===== src/rtl/core/olst_pkg.sv =====
// Shared definitions for the ordered list engine: action codes, cell
// operations, sequencer states and scan result type. No dependencies.
`timescale 1ns / 1ps

package olst_pkg;

	localparam int DEF_CAPACITY   = 16;
	localparam int DEF_DATA_WIDTH = 32;

	// Number of cell match flags the search scanner examines per cycle.
	localparam int SCAN_GROUP = 8;

	typedef enum logic [2:0] {
		ACT_SEARCH = 3'd0,
		ACT_READ   = 3'd1,
		ACT_WRITE  = 3'd2,
		ACT_INSERT = 3'd3,
		ACT_REMOVE = 3'd4,
		ACT_CLEAR  = 3'd5
	} action_t;

	typedef enum logic [1:0] {
		CELL_HOLD       = 2'd0,
		CELL_LOAD       = 2'd1,
		CELL_SHIFT_UP   = 2'd2,
		CELL_SHIFT_DOWN = 2'd3
	} cell_op_t;

	typedef enum logic [1:0] {
		ST_IDLE = 2'd0,
		ST_EXEC = 2'd1,
		ST_SCAN = 2'd2,
		ST_RESP = 2'd3
	} state_t;

	typedef struct packed {
		logic done;
		logic hit;
	} scan_res_t;

endpackage


===== src/rtl/core/olst_cell.sv =====
// One storage cell of the list chain: holds a word, loads, takes a word from
// either neighbour and compares against the search key. Depends on olst_pkg.
`timescale 1ns / 1ps

module olst_cell #(
	parameter int DATA_WIDTH = olst_pkg::DEF_DATA_WIDTH
) (
	input  logic                  clk,
	input  olst_pkg::cell_op_t    op,
	input  logic [DATA_WIDTH-1:0] value,
	input  logic [DATA_WIDTH-1:0] left,
	input  logic [DATA_WIDTH-1:0] right,
	output logic [DATA_WIDTH-1:0] data,
	output logic                  match
);
	import olst_pkg::*;

	logic [DATA_WIDTH-1:0] data_q;

	always_ff @(posedge clk) begin
		case (op)
			CELL_LOAD:       data_q <= value;
			CELL_SHIFT_UP:   data_q <= left;
			CELL_SHIFT_DOWN: data_q <= right;
			default:         data_q <= data_q;
		endcase
	end

	assign data  = data_q;
	assign match = (data_q == value);

endmodule


===== src/rtl/core/olst_scan.sv =====
// Search scanner: walks the registered match flags a group at a time and
// reports the first set flag. Depends on olst_pkg.
`timescale 1ns / 1ps

module olst_scan #(
	parameter int CAPACITY = olst_pkg::DEF_CAPACITY,
	localparam int IDX_W   = $clog2(CAPACITY)
) (
	input  logic                    clk,
	input  logic                    arst_n,
	input  logic                    start,
	input  logic [CAPACITY-1:0]     hits,
	output olst_pkg::scan_res_t     res,
	output logic [IDX_W-1:0]        index
);
	import olst_pkg::*;

	localparam int NGRP  = (CAPACITY + SCAN_GROUP - 1) / SCAN_GROUP;
	localparam int GRP_W = (NGRP > 1) ? $clog2(NGRP) : 1;
	localparam int SUB_W = $clog2(SCAN_GROUP);
	localparam int PAD_W = NGRP * SCAN_GROUP;

	logic             busy_q;
	logic [GRP_W-1:0] grp_q;
	logic [PAD_W-1:0] hits_pad;
	logic [SCAN_GROUP-1:0] slice;
	logic [SUB_W-1:0] sub;
	logic             any;
	logic             last;

	assign hits_pad = PAD_W'(hits);
	assign slice    = hits_pad[grp_q * SCAN_GROUP +: SCAN_GROUP];
	assign any      = |slice;
	assign last     = (grp_q == GRP_W'(NGRP - 1));

	// Lowest set flag in the current group wins.
	always_comb begin
		sub = '0;
		for (int i = SCAN_GROUP - 1; i >= 0; i--) begin
			if (slice[i]) begin
				sub = SUB_W'(i);
			end
		end
	end

	always_ff @(posedge clk or negedge arst_n) begin
		if (!arst_n) begin
			busy_q <= 1'b0;
			grp_q  <= '0;
		end else if (start) begin
			busy_q <= 1'b1;
			grp_q  <= '0;
		end else if (busy_q) begin
			if (any || last) begin
				busy_q <= 1'b0;
			end else begin
				grp_q <= grp_q + 1'b1;
			end
		end
	end

	assign res.done = busy_q && (any || last);
	assign res.hit  = busy_q && any;
	assign index    = IDX_W'({grp_q, sub});

endmodule


===== src/rtl/core/ordered_list_engine_core.sv =====
// Top level of the ordered list engine: sequencer, chain of list cells,
// search scanner and output register. Depends on olst_pkg, olst_cell, olst_scan.
`timescale 1ns / 1ps

// The engine keeps an ordered list of up to CAPACITY words in a row of cells,
// one word per cell, with the front of the list in cell 0. Each input
// transaction carries an action (search, read, write, insert after, remove or
// clear), a 1-based position and a word, and produces exactly one output
// transaction giving ok, the word read or removed, the position found by a
// search and the list length after the action. Insert and remove move every
// cell above the position by one place at once, since each cell takes its
// neighbour's word. A non-search transaction passes through accept, execute
// and hand to the output register, and the engine accepts no new one until
// it is back at idle. A search adds a scan, in which the scanner examines
// the cell match flags eight at a time from the front. The output register
// lets the next transaction be accepted while a result is still waiting to
// be taken. There is no clearing pass: after reset the list is simply
// empty.

module ordered_list_engine_core #(
	parameter int CAPACITY   = olst_pkg::DEF_CAPACITY,
	parameter int DATA_WIDTH = olst_pkg::DEF_DATA_WIDTH,
	localparam int POS_W     = $clog2(CAPACITY + 1)
) (
	input  logic                  clk,
	input  logic                  arst_n,
	input  logic                  in_valid,
	output logic                  in_stall,
	input  logic [2:0]            action,
	input  logic [POS_W-1:0]      position,
	input  logic [DATA_WIDTH-1:0] value,
	output logic                  out_valid,
	input  logic                  out_stall,
	output logic                  ok,
	output logic [DATA_WIDTH-1:0] data_out,
	output logic [POS_W-1:0]      found_position,
	output logic [POS_W-1:0]      length
);
	import olst_pkg::*;

	localparam int IDX_W = $clog2(CAPACITY);

	state_t state_q, state_d;

	// Captured transaction.
	action_t               action_q;
	logic [POS_W-1:0]      pos_q;
	logic [DATA_WIDTH-1:0] val_q;

	logic [POS_W-1:0] count_q, count_d;

	// Result awaiting the output register.
	logic                  res_ok_q;
	logic [DATA_WIDTH-1:0] res_data_q;
	logic [POS_W-1:0]      res_found_q;
	logic [POS_W-1:0]      res_len_q;

	// Output register.
	logic                  out_valid_q;
	logic                  out_ok_q;
	logic [DATA_WIDTH-1:0] out_data_q;
	logic [POS_W-1:0]      out_found_q;
	logic [POS_W-1:0]      out_len_q;

	logic [DATA_WIDTH-1:0] cell_data  [CAPACITY];
	logic [CAPACITY-1:0]   cell_match;
	cell_op_t              cell_op    [CAPACITY];
	logic [CAPACITY-1:0]   match_s1;

	logic             accept_in;
	logic             exec_en;
	logic             scan_start;
	logic             load_out;
	logic             out_free;
	logic             pos_ok;
	logic             ins_ok;
	logic             act_ok;
	logic [POS_W-1:0] pos_m1;
	logic [DATA_WIDTH-1:0] rd_data;

	scan_res_t        scan_res;
	logic [IDX_W-1:0] scan_idx;

	assign accept_in = in_valid && !in_stall;
	assign out_free  = !out_valid_q || !out_stall;
	assign pos_m1    = pos_q - 1'b1;

	// A position addresses an element when it lies between 1 and the length;
	// insert also accepts position 0 (the front) but needs a free cell.
	assign pos_ok = (pos_q != '0) && (pos_q <= count_q);
	assign ins_ok = (pos_q <= count_q) && (count_q < POS_W'(CAPACITY));

	// The read mux only matters when pos_ok holds, so pos_m1 is then in range.
	assign rd_data = cell_data[pos_m1[IDX_W-1:0]];

	// ------------------------------------------------------------------
	// Sequencer
	// ------------------------------------------------------------------
	always_comb begin
		state_d = state_q;
		case (state_q)
			ST_IDLE: begin
				if (accept_in) begin
					state_d = ST_EXEC;
				end
			end
			ST_EXEC: begin
				if (action_q == ACT_SEARCH) begin
					state_d = ST_SCAN;
				end else begin
					state_d = ST_RESP;
				end
			end
			ST_SCAN: begin
				if (scan_res.done) begin
					state_d = ST_RESP;
				end
			end
			ST_RESP: begin
				if (out_free) begin
					state_d = ST_IDLE;
				end
			end
			default: state_d = ST_IDLE;
		endcase
	end

	always_comb begin
		in_stall   = 1'b1;
		exec_en    = 1'b0;
		scan_start = 1'b0;
		load_out   = 1'b0;
		case (state_q)
			ST_IDLE: in_stall = 1'b0;
			ST_EXEC: begin
				exec_en    = 1'b1;
				scan_start = (action_q == ACT_SEARCH);
			end
			ST_RESP: load_out = out_free;
			default: in_stall = 1'b1;
		endcase
	end

	always_ff @(posedge clk or negedge arst_n) begin
		if (!arst_n) begin
			state_q <= ST_IDLE;
			count_q <= '0;
		end else begin
			state_q <= state_d;
			if (exec_en) begin
				count_q <= count_d;
			end
		end
	end

	always_ff @(posedge clk) begin
		if (accept_in) begin
			action_q <= action_t'(action);
			pos_q    <= position;
			val_q    <= value;
		end
	end

	// ------------------------------------------------------------------
	// Action decode: success flag and the new length.
	// ------------------------------------------------------------------
	always_comb begin
		act_ok  = 1'b0;
		count_d = count_q;
		case (action_q)
			ACT_READ:   act_ok = pos_ok;
			ACT_WRITE:  act_ok = pos_ok;
			ACT_INSERT: begin
				act_ok = ins_ok;
				if (ins_ok) begin
					count_d = count_q + 1'b1;
				end
			end
			ACT_REMOVE: begin
				act_ok = pos_ok;
				if (pos_ok) begin
					count_d = count_q - 1'b1;
				end
			end
			ACT_CLEAR: begin
				act_ok  = 1'b1;
				count_d = '0;
			end
			default: act_ok = 1'b0;
		endcase
	end

	// ------------------------------------------------------------------
	// Cell chain. Each cell works out its own operation from its place in
	// the row relative to the target position.
	// ------------------------------------------------------------------
	for (genvar k = 0; k < CAPACITY; k++) begin : g_cell
		localparam logic [POS_W-1:0] K = POS_W'(k);
		logic [DATA_WIDTH-1:0] left_w;
		logic [DATA_WIDTH-1:0] right_w;

		if (k == 0) begin : g_first
			assign left_w = '0;
		end else begin : g_mid_l
			assign left_w = cell_data[k-1];
		end

		if (k == CAPACITY - 1) begin : g_last
			assign right_w = '0;
		end else begin : g_mid_r
			assign right_w = cell_data[k+1];
		end

		always_comb begin
			cell_op[k] = CELL_HOLD;
			if (exec_en) begin
				case (action_q)
					ACT_WRITE: begin
						if (pos_ok && (K == pos_m1)) begin
							cell_op[k] = CELL_LOAD;
						end
					end
					ACT_INSERT: begin
						if (ins_ok && (K == pos_q)) begin
							cell_op[k] = CELL_LOAD;
						end else if (ins_ok && (K > pos_q)) begin
							cell_op[k] = CELL_SHIFT_UP;
						end
					end
					ACT_REMOVE: begin
						if (pos_ok && (K >= pos_m1)) begin
							cell_op[k] = CELL_SHIFT_DOWN;
						end
					end
					default: cell_op[k] = CELL_HOLD;
				endcase
			end
		end

		olst_cell #(
			.DATA_WIDTH(DATA_WIDTH)
		) u_cell (
			.clk   (clk),
			.op    (cell_op[k]),
			.value (val_q),
			.left  (left_w),
			.right (right_w),
			.data  (cell_data[k]),
			.match (cell_match[k])
		);

		// Only cells holding list words may report a match.
		always_ff @(posedge clk) begin
			if (scan_start) begin
				match_s1[k] <= cell_match[k] && (K < count_q);
			end
		end
	end

	olst_scan #(
		.CAPACITY(CAPACITY)
	) u_scan (
		.clk    (clk),
		.arst_n (arst_n),
		.start  (scan_start),
		.hits   (match_s1),
		.res    (scan_res),
		.index  (scan_idx)
	);

	// ------------------------------------------------------------------
	// Result capture and output register.
	// ------------------------------------------------------------------
	always_ff @(posedge clk) begin
		if (exec_en && (action_q != ACT_SEARCH)) begin
			res_ok_q    <= act_ok;
			res_found_q <= '0;
			res_len_q   <= count_d;
			if (pos_ok && ((action_q == ACT_READ) || (action_q == ACT_REMOVE))) begin
				res_data_q <= rd_data;
			end else begin
				res_data_q <= '0;
			end
		end else if ((state_q == ST_SCAN) && scan_res.done) begin
			res_ok_q    <= scan_res.hit;
			res_data_q  <= '0;
			res_found_q <= scan_res.hit ? (POS_W'(scan_idx) + 1'b1) : '0;
			res_len_q   <= count_q;
		end
	end

	always_ff @(posedge clk or negedge arst_n) begin
		if (!arst_n) begin
			out_valid_q <= 1'b0;
		end else if (load_out) begin
			out_valid_q <= 1'b1;
		end else if (!out_stall) begin
			out_valid_q <= 1'b0;
		end
	end

	always_ff @(posedge clk) begin
		if (load_out) begin
			out_ok_q    <= res_ok_q;
			out_data_q  <= res_data_q;
			out_found_q <= res_found_q;
			out_len_q   <= res_len_q;
		end
	end

	assign out_valid      = out_valid_q;
	assign ok             = out_ok_q;
	assign data_out       = out_data_q;
	assign found_position = out_found_q;
	assign length         = out_len_q;

endmodule

===== config.mk =====
export PLATFORM = sky130hd
export DESIGN_NAME = ordered_list_engine_core
export DESIGN_NICKNAME = d
export VERILOG_FILES = /design/src/rtl/core/olst_pkg.sv /design/src/rtl/core/olst_cell.sv /design/src/rtl/core/olst_scan.sv /design/src/rtl/core/ordered_list_engine_core.sv
export SDC_FILE = /design/constraint.sdc
export NUM_CORES = 2
export LEC_CHECK = 0
export BUFFER_PORTS_ARGS = -buffer_cell sky130_fd_sc_hd__buf_4
export CAP_MARGIN = 20
export CORE_UTILIZATION = 35
export DETAILED_ROUTE_END_ITERATION = 8
export PLACE_DENSITY_LB_ADDON = 0.15
export SETUP_SLACK_MARGIN = 0.4
export SYNTH_ARGS = -nofsm -noshare
export SYNTH_HDL_FRONTEND = slang
export SYNTH_SLANG_ARGS = --single-unit

===== constraint.sdc =====
create_clock -name clk -period 5.5 [get_ports clk]
set_clock_uncertainty 0.15 [all_clocks]
set_input_delay 0.55 -clock clk [delete_from_list [all_inputs] [get_ports clk]]
set_output_delay 0.55 -clock clk [all_outputs]
set_load 0.1 [all_outputs]

[Word level (Yosys, flattened, before mapping)]
Cells that the tools add are included.
W data, S select, Z words.
Cells by class
  order comparisons: 51
  reductions and logical operators: 121
  bitwise logic cells: 1
  mux-type cells: 152
  shift-type cells: 1
  $add $sub $neg: 5
  eq/ne operators: 107
Operators by type and width (number)
  $pmux W32 S3: 16
  $eq A32 B32 Y1: 16
  $mux W32: 5
  $mux W2: 67
  $bmux W32 S4: 1
  $pmux W2 S3: 16
  $logic_and A1 B1 Y1: 88
  $eq A4 B5 Y1 const A: 16
  $eq A2 B2 Y1 const B: 34
  $reduce_bool A3 Y1: 17
  $eq A3 B5 Y1 const A: 8
  $ge A4 B5 Y1 const A: 8
  $gt A4 B5 Y1 const A: 8
  $lt A4 B5 Y1 const A: 8
  $eq A2 B1 Y1 const B: 17
  $mux W1: 31
  $mux W5: 5
  $mux W3: 8
  $eq A2 B5 Y1 const A: 4
  $ge A3 B5 Y1 const A: 4
  $gt A3 B5 Y1 const A: 4
  $lt A3 B5 Y1 const A: 4
  $shiftx A16 B5 Y8: 1
  $pmux W5 S3: 1
  33 further kinds: 51
Storage, ports and cells
  logic and storage cells: 486
  output and inout port bits: 45
  register bits after elaboration: 664

[Longest topological paths before layout]
  word-level depth: 11
  depth in mapped cells: 13
  depth with buffers taken out: 10

[Hierarchy]
Synthesis repeated with hierarchy kept, for this count alone.
Second synthesis, totals
  cells, all modules: 3709
  area, all modules: 42732.2 sq um
By module, submodules not included
  olst_cell: instances 16, area an instance 1986.9 sq um, sequential area each 960.9 sq um, cells an instance 183
  ordered_list_engine_core: instances 1, area an instance 10620.2 sq um, sequential area each 4414.2 sq um, cells an instance 742
  olst_scan: instances 1, area an instance 321.6 sq um, sequential area each 50.0 sq um, cells an instance 39

[Worst setup path after synthesis]
No wires, ideal clock.
  path kind: reg2reg
  start point: register pos_q[1]
  end point: register g_cell[6].u_cell.data_q[0], enable pin
  library setup time: 0.432 ns
  slack: 0.765 ns
  cell stages (with the launch flop): 10
  period minus slack after synthesis: 4.735 ns
  buffers on the path: 1
  data arrival time: 4.154 ns
  cell sequence: edfxtp_1 -> inv_1 -> ha_1 -> nor3b_4 -> xor2_2 -> nor2_2 -> nand3_1 -> o211a_2 -> buf_2 -> a21oi_1
On the way
  word-level cells in the longest chain between the ends: 9
Ends and longest elaborated chain
  start, declared: line ordered_list_engine_core.sv:47  | logic [POS_W-1:0] pos_q;
  start signal, assigned: line ordered_list_engine_core.sv:159  | pos_q <= position;
  parallel branches: the longest is 5 deep, another holds $sub A5 B1 Y5
  $pmux W2 S3 *: line ordered_list_engine_core.sv:217  | case (action_q)
  $mux W2 *: line ordered_list_engine_core.sv:216  | if (exec_en) begin
  $eq A2 B1 Y1 / $eq A2 B2 Y1 (equally long branches): line olst_cell.sv:21  | case (op)
  $reduce_bool A3 Y1 (no line) *
  end signal, assigned: line olst_cell.sv:22  | CELL_LOAD: data_q <= value;
  end signal, assigned: line olst_cell.sv:23  | CELL_SHIFT_UP: data_q <= left;
  end signal, assigned: line olst_cell.sv:24  | CELL_SHIFT_DOWN: data_q <= right;
  end, declared: line olst_cell.sv:18  | logic [DATA_WIDTH-1:0] data_q;
Mark *: on every way between the ends.
A chain may end at the register's enable or synchronous reset.

[Worst setup path after layout]
  start point: register pos_q[1]
  end point: register res_data_q[6] (data pin)
On the way
  word-level cells in the longest chain between the ends: 7
Ends and longest elaborated chain
  $sub A5 B1 Y5: line ordered_list_engine_core.sv:86  | assign pos_m1 = pos_q - 1'b1;
  $not A4 Y5 (implied by the code): line ordered_list_engine_core.sv:94  | assign rd_data = cell_data[pos_m1[IDX_W-1:0]];
  $bmux W32 S4: line ordered_list_engine_core.sv:94
  $mux W32 (implied by the code) (2 in series): line ordered_list_engine_core.sv:94
  $mux W32 *: line ordered_list_engine_core.sv:279  | if (pos_ok && ((action_q == ACT_READ) || (action_q == ACT_REMOVE))) begin
  $mux W32 *: line ordered_list_engine_core.sv:275  | if (exec_en && (action_q != ACT_SEARCH)) begin
  end signal, assigned: line ordered_list_engine_core.sv:280  | res_data_q <= rd_data;
  end, declared: line ordered_list_engine_core.sv:54  | logic [DATA_WIDTH-1:0] res_data_q;
Every way passes the cells marked *; elsewhere a longest branch is shown, timed or not. The select of a mux whose other input is x is not followed.

==> out/qor.txt <==
Max cap viols - 0
Total chip power - 17.9 mW
Area delta synth->final - 13.9%
CTS sink count - 664
Sequential area share after synthesis - 0.468
Synth Area in Adders - 0.00590
Top routing layer used - met5
Cells on worst reg2reg path - 9
Worst r2r dst - res_data_q[6]
Reg2reg setup slack - 910 ps
TritonCTS clock tree - built
Worst Setup EP - res_data_q[6]
CP Launch Point - pos_q[1]
Largest family of logic cells by synthesized area - multiplexers
Fmax - 218 MHz
Simple-Gate Fraction of Synth Area - 0.117
Commonest non-fill, non-tap cell in the layout - edfxtp_1
Vias - 35300
PostCTS Resize Cnt - 0
Post-synth ARST share - 0.0151
Leak - 16.8 nW
Initial DRC Count - 5210
Actual slew at the worst max-slew pin - 1320 ps
Core ar. - 120000 um2
Setup Viol. Count Final - 0
P_int - 11.0 mW
Total Neg Setup Slack - 0 ps
Status - complete, no violations
Synth Area in XOR/XNOR - 0.108
Starting Density - 0.353
Worst path max stage delay - 940 ps
Final wirelength - 193000 um
Power density over the cells - 370 nW/um2
Nets - 4102
Initial antenna violation count - 14
Skew-Pair Late Insertion Delay - 690 ps
Final period util - 0.834
Antenna-violating nets left - 0
Hold Path Class - primary input to asynchronous set/reset pin
Slowest CP cell - a221oi_1
Combinational cell fraction of total power - 0.330
Gr usage total - 0.310
Fin crit period - 4590 ps
Rel. slew slack - 0.110
I/O Buffers - 88
Crit-path max FO - 20
#FFs+latches synth - 664
DIE AREA - 123000 um2
Final Non-Filler Cells - 5707
Cell Count Post-Placement - 5523
WP data arrival - 4860 ps
Sequential share of power - 0.368
Worst path required time - 5770 ps
R2R Path Start - pos_q[1]
Yosys cell types - 88
Layout cells sized above 1 - 0.134
Maximum vdd ir drop - 0.349 mV
Max-slew violation count - 0
H-tree Lvls - 3
CTS buffer count - 80
Routed wl met3 - 21200 um
Switching share of total power - 0.383
RSZ-0062 raised after global routing - false
Clock power share - 0.302
DRT Pass-1 Iters - 6
Post-Syn Nets - 4091
Wl on met1 - 79600 um
Post-synthesis mux area share - 0.132
Switching power - 6.85 mW
GPL Wtd Cong - 0.992
Most frequent cells in the layout - 649 x edfxtp_1, 374 x mux2i_1, 353 x nand2_1
HPWL Detailed - 138000 um
Number of flops mapped to enable cells by yosys - 649
Met2 wire length - 82400 um
First-pass GRT wire length - 269000 um
Dominant synthesized flop cell - edfxtp_1
Synth Area per Inst - 10.5 um2
CTS max path bufs - 3
Clock slew at reported path FFs - 60 ps
Drt wl/cell - 33.8 um
Number of vias per cell - 6.18
# DRC - 0
Largest net degree at the start of global routing - 102
Root Buffer - clkbuf_16
Die Wd - 350 um
# Post-CTS Setup Buffers - 0
Final hold vios - 0
Synth warn - 0
Complex-gate fraction of the synthesized area - 0.127
Cell chain of the critical path - inv_1 -> ha_4 -> buf_12 -> nand2b_1 -> nor2_2 -> buf_4 -> a221oi_1 -> a221oi_1 -> buf_4
Number of global-route vias before repair - 32700
Post-Syn Instances - 4027
FP Rows - 127
CP Class - flop to flop
Setup crit end kind - flop
Global route overflow - 0
CP startpoint kind - flop
Die Span Y - 350 um
I/O pin cnt - 89
Post-Syn Area - 42400 um2
## cell usage after synthesis (all sizes together), types with 9 or more instances
library cell,number,area [um2]
nand3,40,200
nand2,354,1330
mux4,78,1760
nor4,85,538
inv,17,63.8
a31o,10,87.6
o21ai,208,1040
a2bb2oi,32,280
clkbuf,253,950
o22ai,43,282
nor3,95,497
a22o,32,280
a2111oi,9,91.3
nand4,112,701
dfrtp,10,250
a21oi,321,1650
xnor2,258,2270
a221oi,49,447
mux2,9,101
nand2b,9,56.3
buf,133,752
mux2i,374,3740
xor2,261,2300
a31oi,100,647
ha,20,250
a22oi,11,82.6
edfxtp,649,19500
nor2,340,1280
## final cells by class
cell class / instances / area, um2
Sequential cell: 664 / 19800
Antenna cell: 2 / 5.00
Clock buffer: 102 / 2130
Timing Repair Buffer: 315 / 2650
Inverter: 18 / 67.6
Multi-Input combinational cell: 2959 / 21200
Fill cell: 11700 / 71800
Clock inverter: 35 / 393
Tap cell: 1612 / 2020
## cells by family (layout without fill, tap and decap cells)
kind of cell    count (synthesis)  count (layout)
xor+xnor                      519             519
simple gates                 1083            1083
other cells                     0               2
flops                         664             664
compound gates                876             876
mux                           461             461
fa+ha+maj                      20              20
buf+inv                       404             470
## routing by layer
metal  vias up  global-route usage
met5         -                   0
met4        12               0.134
met3       371              0.0704
met2      2350               0.460
met1     17500               0.432
li1      15000                   -
## stage by stage
step | hold WS (ps) | util | worst slack (ps) | area (um2)
finish | 114 | 0.402 | 915 | 48300
global route | 117 | 0.402 | 770 | 48300
CTS | 94.6 | 0.402 | 1040 | 48300
detailed placement | 255 | 0.377 | 1110 | 45300
global placement | 253 | 0.377 | 1140 | 45300
floorplan | 104 | - | 765 | 42400
## worst max-delay path, delay by kind of cell (launching register included)
family / cells / cell delay (ps)
AO/OA/AOI/OAI: 2 / 1340
adder cells (fa/ha/maj): 1 / 670
buffers and inverters: 4 / 1070
flip-flops: 1 / 520
AND/OR/NAND/NOR: 2 / 560
## registers in the layout (all words and copies together) (netlist names), 2 cells and up
register,cells
action_q,3
count_q,5
data_out,32
found_position,5
g_cell.u_cell.data,512
length,5
match_s1,16
pos_q,5
res_data_q,32
res_found_q,5
res_len_q,5
state_q,2
val_q,32
## worst min-delay path by stage
stage                         from      endpoint  slack [ps]  depth (start not counted)
floorplan                   arst_n    count_q[0]         100                          0
global placement    res_data_q[21]  data_out[21]         250                          0
detailed placement  res_data_q[16]  data_out[16]         250                          0
CTS                         arst_n     out_valid          90                          2
global route                arst_n  u_scan.grp_q         120                          2
finish                      arst_n  u_scan.grp_q         110                          2
## power by group through the flow
stage	combinational (mW)	sequential, mW	clock, mW
after global routing	6.13	6.61	5.60
after floorplan	3.03	7.21	0
after CTS	5.77	6.58	5.44
final	5.89	6.58	5.40
after detailed placement	5.73	6.68	0
after global placement	5.70	6.67	0
## timing repair
action                                  in CTS  in global routing
hold buffers                                42                  0
endpoints found under the setup margin       0                  0
hold endpoints to repair                    51                  0
(Power assumes the default switching activity.)
